### src/design/spse_pkg.sv
// Shared types and constants for the spoke period speed estimator.
// No dependencies; imported by every module of the block.
`timescale 1ns / 1ps

package spse_pkg;

  localparam int TIME_BITS     = 32;
  localparam int SPEED_BITS    = 16;
  localparam int DIST_BITS     = 13;
  localparam int CIRC_BITS     = 10;
  localparam int LIMIT_BITS    = 16;
  localparam int COUNT_BITS    = 32;
  localparam int DIVIDEND_BITS = 24;
  localparam int CMS_BITS      = 20;
  localparam int PROD_BITS     = LIMIT_BITS + TIME_BITS;
  localparam int DIV_STEPS     = DIVIDEND_BITS;
  localparam int STEP_BITS     = $clog2(DIV_STEPS);
  localparam int ADDR_BITS     = 4;
  localparam int DATA_BITS     = 32;

  localparam logic [DIST_BITS-1:0]     ThresholdReset = DIST_BITS'(110);
  localparam logic [CIRC_BITS-1:0]     CircReset      = CIRC_BITS'(10);
  localparam logic [LIMIT_BITS-1:0]    LimitReset     = LIMIT_BITS'(40);
  localparam logic [DIVIDEND_BITS-1:0] TenthsScale    = DIVIDEND_BITS'(10000);
  localparam logic [CMS_BITS-1:0]      CmsScale       = CMS_BITS'(1000);
  localparam logic [SPEED_BITS-1:0]    SpeedMax       = {SPEED_BITS{1'b1}};
  localparam logic [STEP_BITS-1:0]     LastStep       = STEP_BITS'(DIV_STEPS - 1);

  typedef enum logic [1:0] {
    REG_THRESHOLD = 2'd0,
    REG_CIRC      = 2'd1,
    REG_LIMIT     = 2'd2
  } reg_idx_e;

  typedef struct packed {
    logic [DIST_BITS-1:0]  threshold;
    logic [CIRC_BITS-1:0]  circ;
    logic [LIMIT_BITS-1:0] limit;
  } cfg_t;

  typedef struct packed {
    logic load;
    logic prep;
    logic mult;
    logic div_step;
    logic finish;
  } cmd_t;

  typedef struct packed {
    logic div_last;
  } status_t;

endpackage

### src/design/spse_cfg.sv
// Configuration register file behind an APB-style slave port.
// Depends on spse_pkg for widths, reset values and register indexes.
`timescale 1ns / 1ps

module spse_cfg (
  input  logic                          clk_i,
  input  logic                          rst_ni,
  input  logic                          psel,
  input  logic                          penable,
  input  logic                          pwrite,
  input  logic [spse_pkg::ADDR_BITS-1:0] paddr,
  input  logic [spse_pkg::DATA_BITS-1:0] pwdata,
  output logic [spse_pkg::DATA_BITS-1:0] prdata,
  output logic                          pready,
  output spse_pkg::cfg_t                cfg_o
);
  import spse_pkg::*;

  cfg_t     cfg_q, cfg_d;
  reg_idx_e idx;
  logic     wr_en;

  assign idx    = reg_idx_e'(paddr[3:2]);
  assign wr_en  = psel && penable && pwrite;
  assign pready = 1'b1;
  assign cfg_o  = cfg_q;

  always_comb begin
    cfg_d = cfg_q;
    if (wr_en) begin
      unique case (idx)
        REG_THRESHOLD: cfg_d.threshold = pwdata[DIST_BITS-1:0];
        REG_CIRC:      cfg_d.circ      = pwdata[CIRC_BITS-1:0];
        REG_LIMIT:     cfg_d.limit     = pwdata[LIMIT_BITS-1:0];
        default:       cfg_d           = cfg_q;
      endcase
    end
  end

  always_comb begin
    unique case (idx)
      REG_THRESHOLD: prdata = DATA_BITS'(cfg_q.threshold);
      REG_CIRC:      prdata = DATA_BITS'(cfg_q.circ);
      REG_LIMIT:     prdata = DATA_BITS'(cfg_q.limit);
      default:       prdata = '0;
    endcase
  end

  always_ff @(posedge clk_i or negedge rst_ni) begin
    if (!rst_ni) begin
      cfg_q.threshold <= ThresholdReset;
      cfg_q.circ      <= CircReset;
      cfg_q.limit     <= LimitReset;
    end else begin
      cfg_q <= cfg_d;
    end
  end

endmodule

### src/design/spse_ctrl.sv
// Sequencer for one sample: accept, prepare, multiply, divide, deliver.
// Depends on spse_pkg for the command and status structs.
`timescale 1ns / 1ps

module spse_ctrl (
  input  logic              clk_i,
  input  logic              rst_ni,
  input  logic              in_valid_i,
  output logic              in_stall_o,
  output logic              out_valid_o,
  input  logic              out_stall_i,
  input  spse_pkg::status_t status_i,
  output spse_pkg::cmd_t    cmd_o
);
  import spse_pkg::*;

  typedef enum logic [2:0] {
    ST_IDLE,
    ST_PREP,
    ST_MULT,
    ST_DIV,
    ST_FINISH
  } state_e;

  state_e state_q, state_d;
  logic   out_valid_q, out_valid_d;
  logic   out_free;

  assign out_free    = !out_valid_q || !out_stall_i;
  assign in_stall_o  = (state_q != ST_IDLE);
  assign out_valid_o = out_valid_q;

  always_comb begin
    state_d     = state_q;
    cmd_o       = '0;
    out_valid_d = out_valid_q && out_stall_i;
    unique case (state_q)
      ST_IDLE: begin
        if (in_valid_i) begin
          cmd_o.load = 1'b1;
          state_d    = ST_PREP;
        end
      end
      ST_PREP: begin
        cmd_o.prep = 1'b1;
        state_d    = ST_MULT;
      end
      ST_MULT: begin
        cmd_o.mult = 1'b1;
        state_d    = ST_DIV;
      end
      ST_DIV: begin
        cmd_o.div_step = 1'b1;
        if (status_i.div_last) begin
          state_d = ST_FINISH;
        end
      end
      ST_FINISH: begin
        if (out_free) begin
          cmd_o.finish = 1'b1;
          out_valid_d  = 1'b1;
          state_d      = ST_IDLE;
        end
      end
      default: state_d = ST_IDLE;
    endcase
  end

  always_ff @(posedge clk_i or negedge rst_ni) begin
    if (!rst_ni) begin
      state_q     <= ST_IDLE;
      out_valid_q <= 1'b0;
    end else begin
      state_q     <= state_d;
      out_valid_q <= out_valid_d;
    end
  end

endmodule

### src/design/spse_dp.sv
// Datapath: spoke tracking state, period, limit product, radix-2 divider
// and output register. Depends on spse_pkg; driven by spse_ctrl commands.
`timescale 1ns / 1ps

module spse_dp (
  input  logic                              clk_i,
  input  logic                              rst_ni,
  input  spse_pkg::cfg_t                    cfg_i,
  input  spse_pkg::cmd_t                    cmd_i,
  output spse_pkg::status_t                 status_o,
  input  logic [spse_pkg::DIST_BITS-1:0]    distance_mm_i,
  input  logic [spse_pkg::TIME_BITS-1:0]    now_ms_i,
  output logic [spse_pkg::SPEED_BITS-1:0]   speed_tenths_o,
  output logic                              overspeed_o,
  output logic                              spoke_event_o,
  output logic [spse_pkg::COUNT_BITS-1:0]   spoke_total_o
);
  import spse_pkg::*;

  // spoke state
  logic                  tracking_q;
  logic [TIME_BITS-1:0]  last_q, prior_q;
  logic [COUNT_BITS-1:0] count_q;
  logic                  hit, clear;

  // per-sample working registers
  logic [TIME_BITS-1:0]     now_q, period_q;
  logic                     event_q, no_speed_q, period_zero_q;
  logic [CMS_BITS-1:0]      cms_q;
  logic [PROD_BITS-1:0]     prod_q;
  logic [TIME_BITS-1:0]     rem_q;
  logic [DIVIDEND_BITS-1:0] quot_q;
  logic [STEP_BITS-1:0]     step_q;

  // output register
  logic [SPEED_BITS-1:0] speed_q;
  logic                  over_q, spoke_q;
  logic [COUNT_BITS-1:0] total_q;

  logic [TIME_BITS-1:0] since, gap;
  logic [TIME_BITS:0]   trial, diff;
  logic [SPEED_BITS-1:0] speed_sat;
  logic                 over_cmp;

  assign hit   = (distance_mm_i < cfg_i.threshold) && !tracking_q;
  assign clear = distance_mm_i > cfg_i.threshold;

  assign since = now_q - last_q;
  assign gap   = last_q - prior_q;

  assign trial = {rem_q, quot_q[DIVIDEND_BITS-1]};
  assign diff  = trial - {1'b0, period_q};

  assign speed_sat = (quot_q[DIVIDEND_BITS-1:SPEED_BITS] != '0) ? SpeedMax
                   : quot_q[SPEED_BITS-1:0];
  assign over_cmp  = prod_q < PROD_BITS'(cms_q);

  assign status_o.div_last = (step_q == LastStep);

  always_ff @(posedge clk_i or negedge rst_ni) begin
    if (!rst_ni) begin
      tracking_q <= 1'b0;
      last_q     <= '0;
      prior_q    <= '0;
      count_q    <= '0;
    end else if (cmd_i.load) begin
      if (hit) begin
        tracking_q <= 1'b1;
        prior_q    <= last_q;
        last_q     <= now_ms_i;
        count_q    <= count_q + 1'b1;
      end else if (clear) begin
        tracking_q <= 1'b0;
      end
    end
  end

  always_ff @(posedge clk_i) begin
    if (cmd_i.load) begin
      now_q   <= now_ms_i;
      event_q <= hit;
    end
    if (cmd_i.prep) begin
      period_q      <= (since > gap) ? since : gap;
      period_zero_q <= (since == '0) && (gap == '0);
      no_speed_q    <= (count_q == '0) || (cfg_i.circ == '0);
      cms_q         <= CMS_BITS'(cfg_i.circ) * CmsScale;
      quot_q        <= DIVIDEND_BITS'(cfg_i.circ) * TenthsScale;
      rem_q         <= '0;
      step_q        <= '0;
    end
    if (cmd_i.mult) begin
      prod_q <= {{TIME_BITS{1'b0}}, cfg_i.limit} * {{LIMIT_BITS{1'b0}}, period_q};
    end
    if (cmd_i.div_step) begin
      if (!diff[TIME_BITS]) begin
        rem_q  <= diff[TIME_BITS-1:0];
        quot_q <= {quot_q[DIVIDEND_BITS-2:0], 1'b1};
      end else begin
        rem_q  <= trial[TIME_BITS-1:0];
        quot_q <= {quot_q[DIVIDEND_BITS-2:0], 1'b0};
      end
      step_q <= step_q + 1'b1;
    end
    if (cmd_i.finish) begin
      spoke_q <= event_q;
      total_q <= count_q;
      if (no_speed_q) begin
        speed_q <= '0;
        over_q  <= 1'b0;
      end else if (period_zero_q) begin
        speed_q <= SpeedMax;
        over_q  <= 1'b1;
      end else begin
        speed_q <= speed_sat;
        over_q  <= over_cmp;
      end
    end
  end

  assign speed_tenths_o = speed_q;
  assign overspeed_o    = over_q;
  assign spoke_event_o  = spoke_q;
  assign spoke_total_o  = total_q;

endmodule

### src/design/spoke_period_speed_estimator_core.sv
// Spoke period speed estimator: input channel takes one distance sample with
// its millisecond timestamp, output channel returns one result per sample.
// A sample is accepted when in_valid_i is high and in_stall_o is low; a
// result is taken when out_valid_o is high and out_stall_i is low.
// Each result carries speed in tenths of cm/s (saturating), an overspeed
// flag, a flag for a newly detected spoke and the running spoke count.
// A sample passes the prepare and multiply steps and the 24-step radix-2
// divider, which forms circumference*10000 / period one quotient bit a cycle;
// input stays stalled until its result is delivered to the output register.
// A new sample is taken while the previous result still waits in the output
// register; if the receiver stalls, the next result waits in the sequencer
// and input stays stalled until the output register frees up.
// Reset clears the spoke state and count and returns the threshold (110 mm),
// circumference (10 cm) and overspeed limit (40 cm/s) to their defaults.
// Registers sit on the APB port at 0x0, 0x4 and 0x8; write only when idle.
// Depends on spse_pkg, spse_cfg, spse_ctrl and spse_dp.
`timescale 1ns / 1ps

module spoke_period_speed_estimator_core (
  input  logic                              clk_i,
  input  logic                              rst_ni,
  input  logic                              in_valid_i,
  output logic                              in_stall_o,
  input  logic [spse_pkg::DIST_BITS-1:0]    distance_mm_i,
  input  logic [spse_pkg::TIME_BITS-1:0]    now_ms_i,
  output logic                              out_valid_o,
  input  logic                              out_stall_i,
  output logic [spse_pkg::SPEED_BITS-1:0]   speed_tenths_o,
  output logic                              overspeed_o,
  output logic                              spoke_event_o,
  output logic [spse_pkg::COUNT_BITS-1:0]   spoke_total_o,
  input  logic                              psel,
  input  logic                              penable,
  input  logic                              pwrite,
  input  logic [spse_pkg::ADDR_BITS-1:0]    paddr,
  input  logic [spse_pkg::DATA_BITS-1:0]    pwdata,
  output logic [spse_pkg::DATA_BITS-1:0]    prdata,
  output logic                              pready
);
  import spse_pkg::*;

  cfg_t    cfg;
  cmd_t    cmd;
  status_t status;

  spse_cfg u_cfg (
    .clk_i   (clk_i),
    .rst_ni  (rst_ni),
    .psel    (psel),
    .penable (penable),
    .pwrite  (pwrite),
    .paddr   (paddr),
    .pwdata  (pwdata),
    .prdata  (prdata),
    .pready  (pready),
    .cfg_o   (cfg)
  );

  spse_ctrl u_ctrl (
    .clk_i       (clk_i),
    .rst_ni      (rst_ni),
    .in_valid_i  (in_valid_i),
    .in_stall_o  (in_stall_o),
    .out_valid_o (out_valid_o),
    .out_stall_i (out_stall_i),
    .status_i    (status),
    .cmd_o       (cmd)
  );

  spse_dp u_dp (
    .clk_i          (clk_i),
    .rst_ni         (rst_ni),
    .cfg_i          (cfg),
    .cmd_i          (cmd),
    .status_o       (status),
    .distance_mm_i  (distance_mm_i),
    .now_ms_i       (now_ms_i),
    .speed_tenths_o (speed_tenths_o),
    .overspeed_o    (overspeed_o),
    .spoke_event_o  (spoke_event_o),
    .spoke_total_o  (spoke_total_o)
  );

endmodule

### config.mk
export PLATFORM = sky130hd
export DESIGN_NAME = spoke_period_speed_estimator_core
export DESIGN_NICKNAME = d
export VERILOG_FILES = /design/src/design/spse_pkg.sv /design/src/design/spse_cfg.sv /design/src/design/spse_ctrl.sv /design/src/design/spse_dp.sv /design/src/design/spoke_period_speed_estimator_core.sv
export SDC_FILE = /design/constraint.sdc
export NUM_CORES = 2
export LEC_CHECK = 0
export ABC_AREA = 1
export BUFFER_PORTS_ARGS = -buffer_cell sky130_fd_sc_hd__buf_2
export CAP_MARGIN = 20
export CORE_ASPECT_RATIO = 1.2
export CORE_UTILIZATION = 48
export CTS_BUF_LIST = sky130_fd_sc_hd__clkbuf_4 sky130_fd_sc_hd__clkbuf_8
export DETAILED_ROUTE_END_ITERATION = 16
export HOLD_SLACK_MARGIN = 0.02
export SLEW_MARGIN = 15
export SYNTH_ARGS = -nofsm -noshare
export SYNTH_HDL_FRONTEND = slang
export SYNTH_SLANG_ARGS = --single-unit
export TNS_END_PERCENT = 30
### constraint.sdc
create_clock -name clk_i -period 9.58 [get_ports clk_i]
set_clock_uncertainty 0.1 [all_clocks]
set_input_delay 0.479 -clock clk_i [delete_from_list [all_inputs] [get_ports clk_i]]
set_output_delay 0.479 -clock clk_i [all_outputs]
set_load 0.02 [all_outputs]
-- Yosys cells after proc, flatten, opt, wreduce, memory -nomap -nowiden
Cells that the tools add are included.
- bits of input ports: 88
- flip-flop bits (word level): 383
- output and inout port bits: 85
- multiply operators: 3
- add/sub/neg operators: 5
- reductions and logical operators: 26
- order comparisons: 4
- eq/ne operators: 10
- multiplexer cells: 28
- operators by type and width (kind ; count):
    two-way mux 32 bit ; 4
    zero test 32 bit ; 3
    subtractor 32 bit ; 2
    less-than comparator 48 x 20 -> 1 bit ; 1
    multiplier 16 x 32 -> 48 bit ; 1
    two-way mux 24 bit ; 2
    one-hot mux 16 bit (3 select lines) ; 1
    subtractor 33 x 32 -> 33 bit ; 1
    adder 32 x 1 -> 32 bit (second input constant) ; 1
    > comparator 32 bit ; 1
    two-way mux 16 bit ; 2
    multiplier 10 x 10 -> 20 bit (second input constant) ; 1
    multiplier 10 x 7 -> 17 bit (second input constant) ; 1
    one-hot mux 3 bit (5 select lines) ; 1
    > comparator 13 bit ; 1
    less-than comparator 13 bit ; 1
    two-way mux 1 bit ; 13
    zero test 10 bit ; 1
    two-way mux 5 bit ; 2
    AND reduction 2 bit ; 5
    two-way mux 3 bit ; 3
    nonzero test 8 bit ; 1
    equality test 3 x 2 -> 1 bit (second input constant) ; 2
    adder 5 x 1 -> 5 bit (second input constant) ; 1
    other kinds (15) ; 24

-- Longest topological paths before layout
- depth in word-level cells: 4
- depth in mapped cells: 29

-- Modules after synthesis
From an unflattened synthesis, not the netlist that was laid out.
- cell total of the unflattened synthesis: 5666
- area total of the unflattened synthesis: 43618.1 µm²
- by module, submodules not included (module ; area an instance (µm²) ; instances ; cells an instance):
    spse_dp ; 41444.7 ; 1 ; 5380
    spse_cfg ; 1949.4 ; 1 ; 255
    spse_ctrl ; 224.0 ; 1 ; 31

-- Worst setup path after synthesis
No wires, ideal clock.
- path kind: register -> register
- start: register u_cfg.cfg_q (netlist bit u_cfg.cfg_o[3])
- end: register u_dp.prod_q[39] (data pin)
- stages on the path, launching flop included: 22
- buffers on the path: 2
- arrival time: 5.627 ns
- setup time: 0.258 ns
- period minus slack after synthesis: 5.985 ns
- slack: 3.595 ns
- path through: dfstp_2 clkbuf_1 clkbuf_1 nand2_1 fa_1 fa_1 fa_1 inv_1 fa_1 fa_1 inv_1 fa_1 inv_1 ha_1 nand2_1 nor2_1 nand2_1 nor3_1 nor2_1 o21ai_0 a21oi_1 xnor2_1
- longest elaborated chain between the ends: 1
- ends and longest elaborated chain (what ; RTL line ; source):
    start, declared ; spse_cfg.sv:19 ; cfg_t cfg_q, cfg_d;
    start signal, assigned ; spse_cfg.sv:55 ; cfg_q <= cfg_d;
    multiplier 16 x 32 -> 48 bit ; spse_dp.sv:93 ; prod_q <= {{TIME_BITS{1'b0}}, cfg_i.limit} * {{LIMIT_BITS{1'b0}}, period_q};
    end signal, assigned ; spse_dp.sv:93 ;
    end, declared ; spse_dp.sv:30 ; logic [PROD_BITS-1:0] prod_q;
No other way between the ends.
A chain may end at the register's enable or synchronous reset.

-- Worst setup path in the final report
- start: register u_cfg.cfg_q (netlist bit u_cfg.cfg_o[5])
- end: register u_dp.prod_q[39] (data pin)
Same word-level chain as after synthesis.

==> flow_summary_export.csv <==
group,metric,value,unit
timing,slew_violations,0,
setup_path,critPathCapture,"u_dp.prod_q[39]",
global_route,grt.total_usage,26.9,%
setup_path,cp_cell_sequence,"buf_4, nand2_1, inv_1, fa_1, inv_1, fa_1, fa_1, inv_1, fa_1, fa_1, inv_1, fa_1, inv_1, ha_1, nand2_1, nor2_1, nand2_1, nor3_1, nor2_1, o21ai_0, a21oi_1, xnor2_1",
global_route,use_met2,48.4,%
global_route,grt_max_degree,94,
cts,ctsLongestPathBuffers,3,
floorplan,die_h,330,microns
synthesis,seq_area_frac_synth,24.9,%
final_layout,syn2layout_area_growth,8.62,%
route,vias_per_cell,5.08,
placed_design,place.port_buffers,137,
route,firstDrtPassIters,5,
setup_path,cp.depth,22,
synthesis,yosys_warnings,0,
timing,fin_tns_setup,0,ns
run_status,outcome,"finished clean",
synthesis,async_reset_ff_share,36.8,%
timing,min_period_over_period,74.1,%
timing,rsz0062_at_grt,"false",
synthesis,synth-edff-count,240,
setup_path,worstSetupEndpointType,"flop",
cts,clock-sinks,380,
setup_path,critPathMaxStageDelay,0.94,ns
timing,slew_headroom,31.1,%
global_route,grt.overflow.total,0,
cts,cts_buffers,68,
setup_path,cp_top_family,"adder cells",
synthesis,synth_top_area_share,21.4,%
floorplan,ios,173,
placed_design,place_congestion,0.970,
global_route,grtUsageMet1,32.8,%
setup_path,cpMostUsedCell,"fa_1",
global_route,antenna_found_initial,3,
floorplan,start_util,48.4,%
final_layout,multi_input_area,27000,sq um
global_route,busiest_layer,"met2",
setup_path,cp_num_buf_inv,6,
setup_path,regToRegSetupSlack,2.49,ns
global_route,met3_usage,3.25,%
final_layout,final_layout_size_suffix_gt1_share,6.13,%
setup_path,worstSetupPathType,"flop to flop",
route,drc_errors,0,
floorplan,core_area,89000,sq um
setup_path,crit_start,"u_cfg.cfg_o[5]",
route,post_drt_wl_per_cell,17.2,microns
timing,final-setup-viol-count,0,
global_route,grt_pass1_vias,35700,
cts,cts_tree,"yes",
cts,clk_pin_slew,0.06,ns
placed_design,dp_hpwl,95200,microns
final_layout,n_fill_cell,8813,
final_layout,final_nets,6560,
floorplan,dieArea,91000,sq um
route,drt_iter0_markers,2110,
setup_path,critPathMaxFanout,19,
timing,period_needed,7.09,ns
timing,tightestPinTransition,1.03,ns
cts,post_cts_buffers,0,
synthesis,synth_cells,5511,
floorplan,row_count,120,
route,ant_nets,0,
route,wirelength,118000,microns
setup_path,reg2reg_depth,22,
global_route,grt_pass1_wl,190000,microns
setup_path,reg2reg_to,"u_dp.prod_q[39]",
synthesis,synthTopCellsByCount,"nand2_1 (1514), inv_1 (1240), fa_1 (460)",
hold_path,holdCritPathClass,"primary input to flop",
route,via_count,34800,
setup_path,reg2reg_from,"u_cfg.cfg_o[5]",
final_layout,seqCellArea,10700,sq um
setup_path,worstPathRequired,9.92,ns
floorplan,die_x,276,microns
cts,root_buffer,"clkbuf_8",
synthesis,post-synth-top-area-cell,"fa_1",
setup_path,cp_slowest_cell,"dfstp_2",
synthesis,syn_area,43100,sq um
cts,h-tree-depth,3,
synthesis,ys_ff_latch,380,
synthesis,yosysMostFrequentCell,"nand2_1",
synthesis,yosysUniqueCellTypes,54,
timing,fmax,141,MHz
synthesis,syn-mean-instance-area,7.82,sq um
cts,clock_latency,0.69,ns
synthesis,ys_top_cells_by_area,"fa_1 (21%), edfxtp_1 (17%), nand2_1 (13%)",
timing,final_hold_viol_count,0,
run,maxCapViolations,0,
setup_path,cp-start-kind,"flop",
synthesis,synthFlopType,"edfxtp_1",
setup_path,arrival,7.44,ns
==> stage by stage <==
| stage | instance area [sq um] | hold WS, ns | utilization, % | setup WS [ns] | instances |
|---|---|---|---|---|---|
| final | 46800 | 0.0749 | 52.6 | 2.49 | 6856 |
| after global routing | 46800 | 0.0759 | 52.6 | 2.05 | 6856 |
| after CTS | 46800 | 0.0247 | 52.6 | 2.42 | 6855 |
| after detailed placement | 44900 | 0.306 | 50.4 | 2.42 | 6680 |
| after global placement | 44900 | 0.308 | 50.4 | 2.41 | 6680 |
| after floorplan | 43200 | 0.0834 | - | 3.60 | 5526 |
==> worst register-to-register path, stage by stage (launching register included) <==
cell and delay, ns:
dfstp_2 0.94, buf_4 0.41, nand2_1 0.09, inv_1 0.08
fa_1 0.41, inv_1 0.08, fa_1 0.41, fa_1 0.52
inv_1 0.05, fa_1 0.50, fa_1 0.56, inv_1 0.06
fa_1 0.52, inv_1 0.04, ha_1 0.38, nand2_1 0.13
nor2_1 0.22, nand2_1 0.14, nor3_1 0.20, nor2_1 0.14
o21ai_0 0.55, a21oi_1 0.17, xnor2_1 0.16
==> state kept, by name, summed over array words and instances (netlist names), 5 cells and up <==
register and count:
u_dp.prod_q 45, u_cfg.cfg_o 39, u_dp.count_q 32, u_dp.last_q 32, u_dp.now_q 32, u_dp.period_q 32
u_dp.prior_q 32, u_dp.rem_q 32, u_dp.spoke_total_o 32, u_dp.quot_q 24, u_dp.cms_q 17, u_dp.speed_tenths_o 16
u_dp.step_q 5
==> cells by family (layout without fill, tap and decap cells) <==
kind of cell,after synthesis,after routing,share of synthesized area [%]
AND/OR/NAND/NOR,2156,2156,20.2
buffers and inverters,1439,1609,12.8
adder cells (fa/ha/maj),832,832,32.1
AO/OA/AOI/OAI,568,568,7.23
flip-flops,380,380,24.9
XOR/XNOR,134,134,2.72
other,2,18,0.0174
==> cells in the final DEF, fill, tap and decap left out, types with 6 or more instances in the layout <==
| cell type | n |
|---|---|
| clkbuf_8 | 75 |
| a31oi_1 | 29 |
| conb_1 | 17 |
| inv_1 | 1239 |
| buf_4 | 53 |
| clkbuf_4 | 16 |
| clkinv_1 | 7 |
| o21ai_0 | 228 |
| nand3_1 | 141 |
| o211ai_1 | 8 |
| ha_1 | 372 |
| nor3_1 | 49 |
| nand4_1 | 35 |
| xnor2_1 | 43 |
| fa_1 | 460 |
| nor2_1 | 328 |
| edfxtp_1 | 240 |
| nand3b_1 | 30 |
| nand2_1 | 1514 |
| dfrtp_1 | 128 |
| a21boi_0 | 8 |
| a21o_1 | 11 |
| clkinv_2 | 12 |
| o221ai_1 | 13 |
| xor2_1 | 91 |
| o21bai_1 | 17 |
| o21ai_1 | 8 |
| buf_2 | 136 |
| nor4_1 | 32 |
| a21oi_1 | 219 |
| dfstp_2 | 9 |
| o21a_1 | 10 |
| nand2_2 | 6 |
| dlygate4sd3_1 | 49 |
==> metal layers <==
layer  part of all wire, %  vias to the layer above
met5                     0                        -
met4                   3.2                        0
met3                   3.9                      226
met2                    51                      733
met1                    42                    16800
li1                      -                    17100
==> what timing repair did <==
item,in CTS,in global routing
gates resized for setup,0,0
endpoints found under the hold margin,158,0
hold buffers,49,0
==> worst min-delay path by stage <==
stage	startpoint	to	slack, ns	depth (start not counted)
final	in_valid_i	u_ctrl.state_q[2]	0.07	3
after global routing	pwdata[8]	u_cfg.cfg_o[8]	0.08	3
after CTS	pwdata[8]	u_cfg.cfg_o[8]	0.02	3
after detailed placement	u_dp.event_q	u_dp.spoke_event_o	0.31	0
after global placement	u_dp.event_q	u_dp.spoke_event_o	0.31	0
after floorplan	rst_ni	u_cfg.cfg_o[0]	0.08	0
==> layout make-up <==
class,instances,share of cell area [%]
Inverter,1244,9.97
Clock inverter,35,0.657
Clock buffer,91,2.46
Tap cell,1159,3.10
Timing Repair Buffer,239,3.37
Sequential cell,380,22.9
Multi-Input combinational cell,3707,57.5
Antenna cell,1,0.00534
Power is left out: the tool's default activity adds up to more than one toggle a clock period on the data nets, which glitch-free logic cannot reach.
